==> src/hw/rtl/pixel_alpha_blend_macros.svh <==
// ----------------------------------------------------------------------------
// Pixel alpha blend assertion macros
// Shared concurrent assertion forms, clocked on clk and disabled in reset.
// ----------------------------------------------------------------------------
`ifndef PIXEL_ALPHA_BLEND_MACROS_SVH
`define PIXEL_ALPHA_BLEND_MACROS_SVH

// same-cycle implication
`define PAB_ASSERT_NOW(label, ante, cons) \
  label: assert property (@(posedge clk) disable iff (rst) (ante) |-> (cons)) \
    else $error("pixel_alpha_blend: same-cycle check failed");

// next-cycle implication
`define PAB_ASSERT_NEXT(label, ante, cons) \
  label: assert property (@(posedge clk) disable iff (rst) (ante) |=> (cons)) \
    else $error("pixel_alpha_blend: next-cycle check failed");

`endif

==> src/hw/rtl/pab_pkg.sv <==
// ----------------------------------------------------------------------------
// Pixel alpha blend package
// Constants, register codes and the per-channel configuration struct.
// ----------------------------------------------------------------------------
package pab_pkg;

  localparam int unsigned NUM_LANES = 6;

  localparam logic signed [18:0] WEIGHT_ONE = 19'sd65536;

  localparam logic [7:0] CHAN_MAX_888 = 8'hff;
  localparam logic [7:0] CHAN_MAX_555 = 8'h1f;

  localparam logic FMT_555 = 1'b0;
  localparam logic FMT_888 = 1'b1;

  localparam logic [1:0] REG_BLEND_WEIGHT = 2'd0;
  localparam logic [1:0] REG_OFFSET_LEVEL = 2'd1;
  localparam logic [1:0] REG_PIXEL_FORMAT = 2'd2;

  localparam int unsigned POS_555 [NUM_LANES] = '{0, 5, 10, 16, 21, 26};

  typedef struct packed {
    logic        [17:0] weight;
    logic signed [18:0] weight_inv;
    logic signed [9:0]  offset2;
    logic        [7:0]  chan_max;
  } pab_cfg_t;

endpackage

==> src/hw/rtl/pixel_alpha_blend.sv <==
// ----------------------------------------------------------------------------
// Pixel alpha blend
// Blends a pixel word pair into one clamped word, 888 or two 555 pixels.
// ----------------------------------------------------------------------------
//  channel  signals                                   role
//  pix      pix_valid pix_stall first_word            word pair in
//           second_word last_in
//  blend    blend_valid blend_stall blended_word      blended word out
//           last_out
//  config   psel penable pwrite paddr pwdata          register access
//           prdata pready
//
//  One item per clock while pix_stall is low; operands load at the accept
//  edge, then the products, the sum and the output register follow in
//  that order.
//  rst clears valid bits and loads the register reset values.
//  A skid entry behind the output register absorbs a stall; pix_stall
//  is registered and rises only once that entry holds an item.
// ----------------------------------------------------------------------------
module pixel_alpha_blend (
  input  logic        clk,
  input  logic        rst,
  input  logic        psel,
  input  logic        penable,
  input  logic        pwrite,
  input  logic [3:0]  paddr,
  input  logic [31:0] pwdata,
  output logic [31:0] prdata,
  output logic        pready,
  input  logic        pix_valid,
  output logic        pix_stall,
  input  logic [31:0] first_word,
  input  logic [31:0] second_word,
  input  logic        last_in,
  output logic        blend_valid,
  input  logic        blend_stall,
  output logic [31:0] blended_word,
  output logic        last_out
);
  import pab_pkg::*;

  `include "pixel_alpha_blend_macros.svh"

  logic        [17:0] blend_weight;
  logic signed [8:0]  offset_level;
  logic               pixel_format;

  logic signed [8:0]  offset_555;
  pab_cfg_t           cfg;

  logic               advance;
  logic               out_take;
  logic [2:0]         stage_valid;
  logic [2:0]         stage_last;
  logic               skid_full;
  logic [31:0]        skid_word;
  logic               skid_last;

  logic [7:0]         s_chan [NUM_LANES];
  logic [7:0]         d_chan [NUM_LANES];
  logic [7:0]         chan   [NUM_LANES];
  logic [31:0]        packed_word;

  assign pready = 1'b1;

  always_ff @(posedge clk) begin
    if (rst) begin
      blend_weight <= '0;
      offset_level <= '0;
      pixel_format <= FMT_888;
    end else if (psel && penable && pwrite && pready) begin
      unique case (paddr[3:2])
        REG_BLEND_WEIGHT: blend_weight <= pwdata[17:0];
        REG_OFFSET_LEVEL: offset_level <= $signed(pwdata[8:0]);
        REG_PIXEL_FORMAT: pixel_format <= pwdata[0];
        default: ;
      endcase
    end
  end

  always_comb begin
    unique case (paddr[3:2])
      REG_BLEND_WEIGHT: prdata = {14'd0, blend_weight};
      REG_OFFSET_LEVEL: prdata = {23'd0, offset_level};
      REG_PIXEL_FORMAT: prdata = {31'd0, pixel_format};
      default:          prdata = 32'd0;
    endcase
  end

  // truncate toward zero
  always_comb begin
    if (offset_level[8]) begin
      offset_555 = (offset_level + 9'sd7) >>> 3;
    end else begin
      offset_555 = offset_level >>> 3;
    end
  end

  always_comb begin
    cfg.weight     = blend_weight;
    cfg.weight_inv = WEIGHT_ONE - $signed({1'b0, blend_weight});
    if (pixel_format == FMT_888) begin
      cfg.offset2  = {offset_level, 1'b0};
      cfg.chan_max = CHAN_MAX_888;
    end else begin
      cfg.offset2  = {offset_555, 1'b0};
      cfg.chan_max = CHAN_MAX_555;
    end
  end

  assign advance   = !skid_full;
  assign pix_stall = skid_full;
  assign out_take  = !blend_valid || !blend_stall;

  for (genvar k = 0; k < NUM_LANES; k++) begin : g_lane
    localparam int unsigned P5 = POS_555[k];

    if (k < 4) begin : g_wide
      always_comb begin
        if (pixel_format == FMT_888) begin
          s_chan[k] = first_word[8*k +: 8];
          d_chan[k] = second_word[8*k +: 8];
        end else begin
          s_chan[k] = {3'b000, first_word[P5 +: 5]};
          d_chan[k] = {3'b000, second_word[P5 +: 5]};
        end
      end
    end else begin : g_narrow
      assign s_chan[k] = {3'b000, first_word[P5 +: 5]};
      assign d_chan[k] = {3'b000, second_word[P5 +: 5]};
    end

    pab_lane u_lane (
      .clk    (clk),
      .en     (advance),
      .cfg    (cfg),
      .s_chan (s_chan[k]),
      .d_chan (d_chan[k]),
      .chan   (chan[k])
    );
  end

  always_comb begin
    if (pixel_format == FMT_888) begin
      packed_word = {chan[3], chan[2], chan[1], chan[0]};
    end else begin
      packed_word = {1'b0, chan[5][4:0], chan[4][4:0], chan[3][4:0],
                     1'b0, chan[2][4:0], chan[1][4:0], chan[0][4:0]};
    end
  end

  always_ff @(posedge clk) begin
    if (rst) begin
      stage_valid <= '0;
    end else if (advance) begin
      stage_valid <= {stage_valid[1:0], pix_valid};
    end
  end

  always_ff @(posedge clk) begin
    if (advance) begin
      stage_last <= {stage_last[1:0], last_in};
    end
  end

  always_ff @(posedge clk) begin
    if (rst) begin
      blend_valid <= 1'b0;
      skid_full   <= 1'b0;
    end else if (out_take) begin
      blend_valid <= skid_full || stage_valid[2];
      skid_full   <= 1'b0;
    end else if (stage_valid[2] && !skid_full) begin
      skid_full   <= 1'b1;
    end
  end

  always_ff @(posedge clk) begin
    if (!skid_full) begin
      skid_word <= packed_word;
      skid_last <= stage_last[2];
    end
    if (out_take) begin
      blended_word <= skid_full ? skid_word : packed_word;
      last_out     <= skid_full ? skid_last : stage_last[2];
    end
  end

  `PAB_ASSERT_NOW(a_skid_behind_out, skid_full, blend_valid)
  `PAB_ASSERT_NEXT(a_skid_catches, blend_valid && blend_stall && !skid_full && stage_valid[2],
                   skid_full)
  `PAB_ASSERT_NEXT(a_drain_empty, blend_valid && !blend_stall && !skid_full && !stage_valid[2],
                   !blend_valid)
  `PAB_ASSERT_NOW(a_555_pad_zero, blend_valid && pixel_format == FMT_555,
                  !blended_word[15] && !blended_word[31])

endmodule

==> src/hw/rtl/pab_lane.sv <==
// ----------------------------------------------------------------------------
// Pixel alpha blend channel lane
// Three register stages: operands, products, sum; clamp on the way out.
// ----------------------------------------------------------------------------
module pab_lane (
  input  logic              clk,
  input  logic              en,
  input  pab_pkg::pab_cfg_t cfg,
  input  logic [7:0]        s_chan,
  input  logic [7:0]        d_chan,
  output logic [7:0]        chan
);
  import pab_pkg::*;

  logic        [7:0]  s_q;
  logic        [7:0]  d_q;
  logic signed [27:0] p_first;
  logic        [25:0] p_second;
  logic signed [12:0] total;

  always_ff @(posedge clk) begin
    if (en) begin
      s_q      <= s_chan;
      d_q      <= d_chan;
      p_first  <= cfg.weight_inv * $signed({1'b0, s_q});
      p_second <= cfg.weight * d_q;
      total    <= $signed({{3{cfg.offset2[9]}}, cfg.offset2})
                + $signed({p_first[27], p_first[27:16]})
                + $signed({3'b000, p_second[25:16]});
    end
  end

  always_comb begin
    if (total[12]) begin
      chan = 8'h00;
    end else if (total > $signed({5'b00000, cfg.chan_max})) begin
      chan = cfg.chan_max;
    end else begin
      chan = total[7:0];
    end
  end

endmodule

==> config.mk <==
export PLATFORM = sky130hd
export DESIGN_NAME = pixel_alpha_blend
export DESIGN_NICKNAME = d
export VERILOG_FILES = /design/src/hw/rtl/pab_pkg.sv /design/src/hw/rtl/pixel_alpha_blend.sv /design/src/hw/rtl/pab_lane.sv
export VERILOG_INCLUDE_DIRS = /design/src /design/src/hw/rtl
export SDC_FILE = /design/constraint.sdc
export NUM_CORES = 2
export LEC_CHECK = 0
export BUFFER_PORTS_ARGS = -buffer_cell sky130_fd_sc_hd__clkbuf_2
export CORE_ASPECT_RATIO = 0.5
export CORE_MARGIN = 1
export CORE_UTILIZATION = 50
export DETAILED_ROUTE_END_ITERATION = 6
export PLACE_DENSITY = 0.66
export SLEW_MARGIN = 20
export SYNTH_ARGS = -nofsm -noshare
export SYNTH_HDL_FRONTEND = slang
export SYNTH_SLANG_ARGS = --single-unit
export TNS_END_PERCENT = 30
==> constraint.sdc <==
create_clock -name clk -period 17.2 [get_ports clk]
set_input_delay 1.72 -clock clk [delete_from_list [all_inputs] [get_ports clk]]
set_output_delay 1.72 -clock clk [all_outputs]
set_load 0.05 [all_outputs]
==> qor.txt <==
Hold Path Cell Cnt = 0
switching power summed over all nets = 1.85 mW
per-cell via count in the routed design = 5.22
buffer depth of the longest clock path = 3
starting density of the core = 0.507
WL/cell = 17.5 µm
flop-to-flop setup slack = 9.67 ns
antenna violations before repair = 1
maximum frequency from static timing analysis = 133 MHz
pin count of the biggest net entering global routing = 121
maximum single-stage delay on the critical path = 0.56 ns
number of buffer and inverter stages on the critical path = 4
io pins = 176
signed area change from the synthesized netlist to the final layout = 5.80%
total design power = 4.44 mW
kind of cell adding the most delay to the critical path = adder cells
Worst Reg2Reg Path Length in Cells = 25
r2r endpoint = g_lane[0].u_lane.p_first[27]$_DFFE_PN_
DRT iter0 DRCs = 2234
kind of path behind the tightest hold check = reg -> reg
slowest CP cell = sky130_fd_sc_hd__fa_1
Final Cycle Share = 0.438
Min Clock Period, post-route = 7.53 ns
Clock power frac = 0.227
Async S/R FF share, synth = 0
overall track demand over capacity in global routing = 0.240
# H-tree levels = 2
total number of yosys warnings = 0
cell area after synthesis = 0.0642 mm²
multi-input gate area in the final layout = 0.0468 mm²
peak ir drop on the vdd network = 0.0745 mV
leakage = 34.3 nW
count of buffers added by post-CTS timing repair for setup = 0
vias post-DR = 44300
final routed wirelength across all metal layers = 148 mm
share of total power consumed by net switching = 0.416
count of unresolved DRC violations after routing = 0
worst-case headroom to the max-slew limit = 0.273
Post-layout nets = 8606
footprint of the flip-flops and latches = 0.0109 mm²
syn_area_per_cell = 9.38 µm²
combinational fraction of design power = 0.436
type of element capturing the critical path = register
count of buffers inserted at the top-level ports = 144
Root Buffer Master = sky130_fd_sc_hd__clkbuf_16
antenna diode instance count = 0
GP Congestion = 0.885
cell seen most often among critical-path stages = sky130_fd_sc_hd__fa_1
clock transition time at the flip-flop clock pins of the worst setup and hold paths = 0.07 ns
number of global-route vias before repair = 46400
hold path endpoint = stage_last[1]$_DFFE_PN_
fraction of final layout cells sized beyond drive strength 1 = 0.0530
Least-Margin Pin Slew = 1.09 ns
detailed-routing iteration count for the pre-antenna-repair pass = 5
number of distinct library cells after synthesis = 71
chip height = 255 µm
chip width = 509 µm
area of the die = 0.130 mm²
hold_buf cts = 0
HP Start = stage_last[0]$_DFFE_PN_
post-route ant nets = 0
Final Max Tran Viols = 0
Req. time, crit path = 17.57 ns
number of sinks driven by the clock tree = 384
HPWL after DPL = 111 mm
final std cells w/o fill = 8484
Site Rows = 92
synthesized netlist cell count = 6838
top flip-flop cell by instance count after synthesis = sky130_fd_sc_hd__edfxtp_1
status = finished, final reports clean
post-route clock skew = 0.0283 ns
maximum fanout count along the critical path = 42
synthesis-stage register bit count = 384
maximum capacitance violations = 0
Fillers = 11500
clock tree from TritonCTS = yes
worst skew pair latency = 0.63 ns
Core Box Area = 0.127 mm²
sequential cell area fraction in the yosys report = 0.169
critical path type = reg -> reg
Cell Pwr Density = 65.4 mW/mm²
Internal Power = 2.59 mW
setup repair after global routing missed its margin = no
nature of the critical path startpoint = register
EDFF count, synth = 318
Hold Violations, Final = 0
total global routing overflow = 0
cts bufs inserted = 44
critical path arrival = 7.90 ns
DP Cell Count = 8403
first-pass GRT wire length = 246 mm
sequential group share of total power = 0.336
R2R Path Start = blend_weight[5]$_SDFFE_PP0P_
number of resized instances in the post-cts repair step = 0
final setup fails = 0
setup TNS = 0 ns
per-layer routing:
metal | global-route usage | routed length, µm
met3 | 0.0247 | 6690
met1 | 0.331 | 68300
met5 | 0 | 0
met4 | 0.0444 | 2520
met2 | 0.414 | 71000
cell usage after synthesis (7+ instances only):
master                     instances  area share
sky130_fd_sc_hd__and3_1           16      0.0016
sky130_fd_sc_hd__inv_1          1458       0.085
sky130_fd_sc_hd__nand4_1          26      0.0025
sky130_fd_sc_hd__nor4_1           12      0.0012
sky130_fd_sc_hd__mux2_2           39      0.0068
sky130_fd_sc_hd__a21oi_1         150       0.012
sky130_fd_sc_hd__a31oi_1          14      0.0014
sky130_fd_sc_hd__mux2i_1          22      0.0034
sky130_fd_sc_hd__or3_1             8     0.00078
sky130_fd_sc_hd__o21ai_1           7     0.00055
sky130_fd_sc_hd__a21o_1           68      0.0080
sky130_fd_sc_hd__nor3_1           50      0.0039
sky130_fd_sc_hd__nor2b_1          31      0.0030
sky130_fd_sc_hd__nand2b_1         22      0.0021
sky130_fd_sc_hd__ha_1            633        0.12
sky130_fd_sc_hd__o21a_1           39      0.0046
sky130_fd_sc_hd__o31ai_1          13      0.0015
sky130_fd_sc_hd__fa_1           1108        0.35
sky130_fd_sc_hd__o21ai_0         114      0.0089
sky130_fd_sc_hd__nand3_1          41      0.0032
sky130_fd_sc_hd__a21boi_0         18      0.0021
sky130_fd_sc_hd__nor2_1          234       0.014
sky130_fd_sc_hd__a211oi_1         23      0.0027
sky130_fd_sc_hd__edfxtp_1        318        0.15
sky130_fd_sc_hd__xnor2_1         148       0.020
sky130_fd_sc_hd__o21bai_1         13      0.0015
sky130_fd_sc_hd__dfxtp_1          66       0.021
sky130_fd_sc_hd__nand2_1         847       0.050
sky130_fd_sc_hd__clkbuf_1        275       0.016
sky130_fd_sc_hd__xor2_1           56      0.0076
sky130_fd_sc_hd__buf_1            37      0.0022
sky130_fd_sc_hd__buf_4            16      0.0019
sky130_fd_sc_hd__and2_1          820       0.080
sky130_fd_sc_hd__o211ai_1         10      0.0012
cell type report:
class | instances | share of cell area
Multi-Input combinational cell | 4678 | 0.689
Sequential cell | 384 | 0.161
Timing Repair Buffer | 191 | 0.0158
Clock buffer | 54 | 0.0182
Clock inverter | 27 | 0.00424
Inverter | 1458 | 0.0807
Tap cell | 1692 | 0.0312
placed cells by master, fill, tap and decap left out, types with 49 or more instances in the layout:
cell	count
sky130_fd_sc_hd__inv_1	1457
sky130_fd_sc_hd__fa_1	1108
sky130_fd_sc_hd__nand2_1	847
sky130_fd_sc_hd__and2_1	820
sky130_fd_sc_hd__ha_1	633
sky130_fd_sc_hd__edfxtp_1	318
sky130_fd_sc_hd__nor2_1	234
sky130_fd_sc_hd__a21oi_1	150
sky130_fd_sc_hd__clkbuf_2	144
sky130_fd_sc_hd__xnor2_1	141
sky130_fd_sc_hd__o21ai_0	113
sky130_fd_sc_hd__a21o_1	68
sky130_fd_sc_hd__nor3_1	49
metrics by stage:
stage / util / cell area [µm²] / setup slack, ns / hold WS (ns)
after detailed placement: 0.524 / 66300 / 9.69 / 0.411
after global placement: 0.524 / 66300 / 9.68 / 0.401
final: 0.536 / 67900 / 9.67 / 0.423
after floorplan: - / 64200 / 7.43 / 0.400
after global routing: 0.536 / 67900 / 9.20 / 0.433
after CTS: 0.536 / 67900 / 9.64 / 0.427
flip-flops by register name, indices dropped and copies added, names as in the netlist:
| register | flops |
|---|---|
| blend_weight | 18 |
| stage_valid | 3 |
| last_out | 1 |
| g_lane.u_lane.total | 78 |
| g_lane.u_lane.p_second | 54 |
| skid_word | 32 |
| g_lane.u_lane.p_first | 66 |
| skid_last | 1 |
| offset_level | 9 |
| pixel_format | 1 |
| stage_last | 3 |
| blended_word | 32 |
| g_lane.u_lane.s_q | 42 |
| pix_stall | 1 |
| g_lane.u_lane.d_q | 42 |
| blend_valid | 1 |
power groups by stage:
stage	Combinational, mW	Sequential (mW)	Clock, mW
global placement	1.90	1.51	0
CTS	1.95	1.49	1.03
floorplan	1.34	1.52	0
global route	2.21	1.52	1.06
detailed placement	1.94	1.51	0
finish	1.93	1.49	1.01
worst max-delay path by stage:
| stage | startpoint | end | slack (ns) | cells past startpoint |
|---|---|---|---|---|
| finish | blend_weight[5]$_SDFFE_PP0P_ | g_lane[0].u_lane.p_first[27]$_DFFE_PN_ | 9.67 | 25 |
| global placement | blend_weight[5]$_SDFFE_PP0P_ | g_lane[0].u_lane.p_first[27]$_DFFE_PN_ | 9.68 | 25 |
| detailed placement | blend_weight[5]$_SDFFE_PP0P_ | g_lane[0].u_lane.p_first[27]$_DFFE_PN_ | 9.69 | 25 |
| CTS | blend_weight[5]$_SDFFE_PP0P_ | g_lane[0].u_lane.p_first[27]$_DFFE_PN_ | 9.64 | 25 |
| floorplan | pix_stall$_SDFFE_PP0P_ | blended_word[7]$_DFFE_PP_ | 7.43 | 4 |
| global route | blend_weight[5]$_SDFFE_PP0P_ | g_lane[0].u_lane.p_first[27]$_DFFE_PN_ | 9.20 | 25 |
worst register-to-register path, stage by stage, from the launching register on:
cell and delay [ns]:
sky130_fd_sc_hd__dfxtp_2 0.45, sky130_fd_sc_hd__nor4_1 0.42, sky130_fd_sc_hd__nand2_1 0.15, sky130_fd_sc_hd__nor4_2 0.47, sky130_fd_sc_hd__nand3b_1 0.29, sky130_fd_sc_hd__xor2_4 0.18
sky130_fd_sc_hd__buf_4 0.48, sky130_fd_sc_hd__nand2_1 0.22, sky130_fd_sc_hd__fa_1 0.56, sky130_fd_sc_hd__inv_1 0.05, sky130_fd_sc_hd__fa_1 0.49, sky130_fd_sc_hd__fa_1 0.55
sky130_fd_sc_hd__inv_1 0.05, sky130_fd_sc_hd__fa_1 0.48, sky130_fd_sc_hd__inv_1 0.05, sky130_fd_sc_hd__ha_1 0.29, sky130_fd_sc_hd__nand4_1 0.16, sky130_fd_sc_hd__a211oi_1 0.06
sky130_fd_sc_hd__o2bb2ai_1 0.42, sky130_fd_sc_hd__a311oi_1 0.26, sky130_fd_sc_hd__nand3_1 0.18, sky130_fd_sc_hd__a21boi_1 0.09, sky130_fd_sc_hd__o31a_1 0.30, sky130_fd_sc_hd__o41a_1 0.36
sky130_fd_sc_hd__a21oi_1 0.19, sky130_fd_sc_hd__xnor2_1 0.08
kinds of logic after synthesis:
logic type | Yosys count | share of synthesized area
AND/OR/NAND/NOR | 2130 | 0.165
adder cells (fa/ha/maj) | 1741 | 0.469
multiplexers | 61 | 0.0103
other | 2 | 0.000117
buffers and inverters | 1789 | 0.106
XOR/XNOR | 204 | 0.0279
flip-flops | 384 | 0.169
AO/OA/AOI/OAI | 527 | 0.0529
Note: power is estimated with default switching activity, not from simulation.
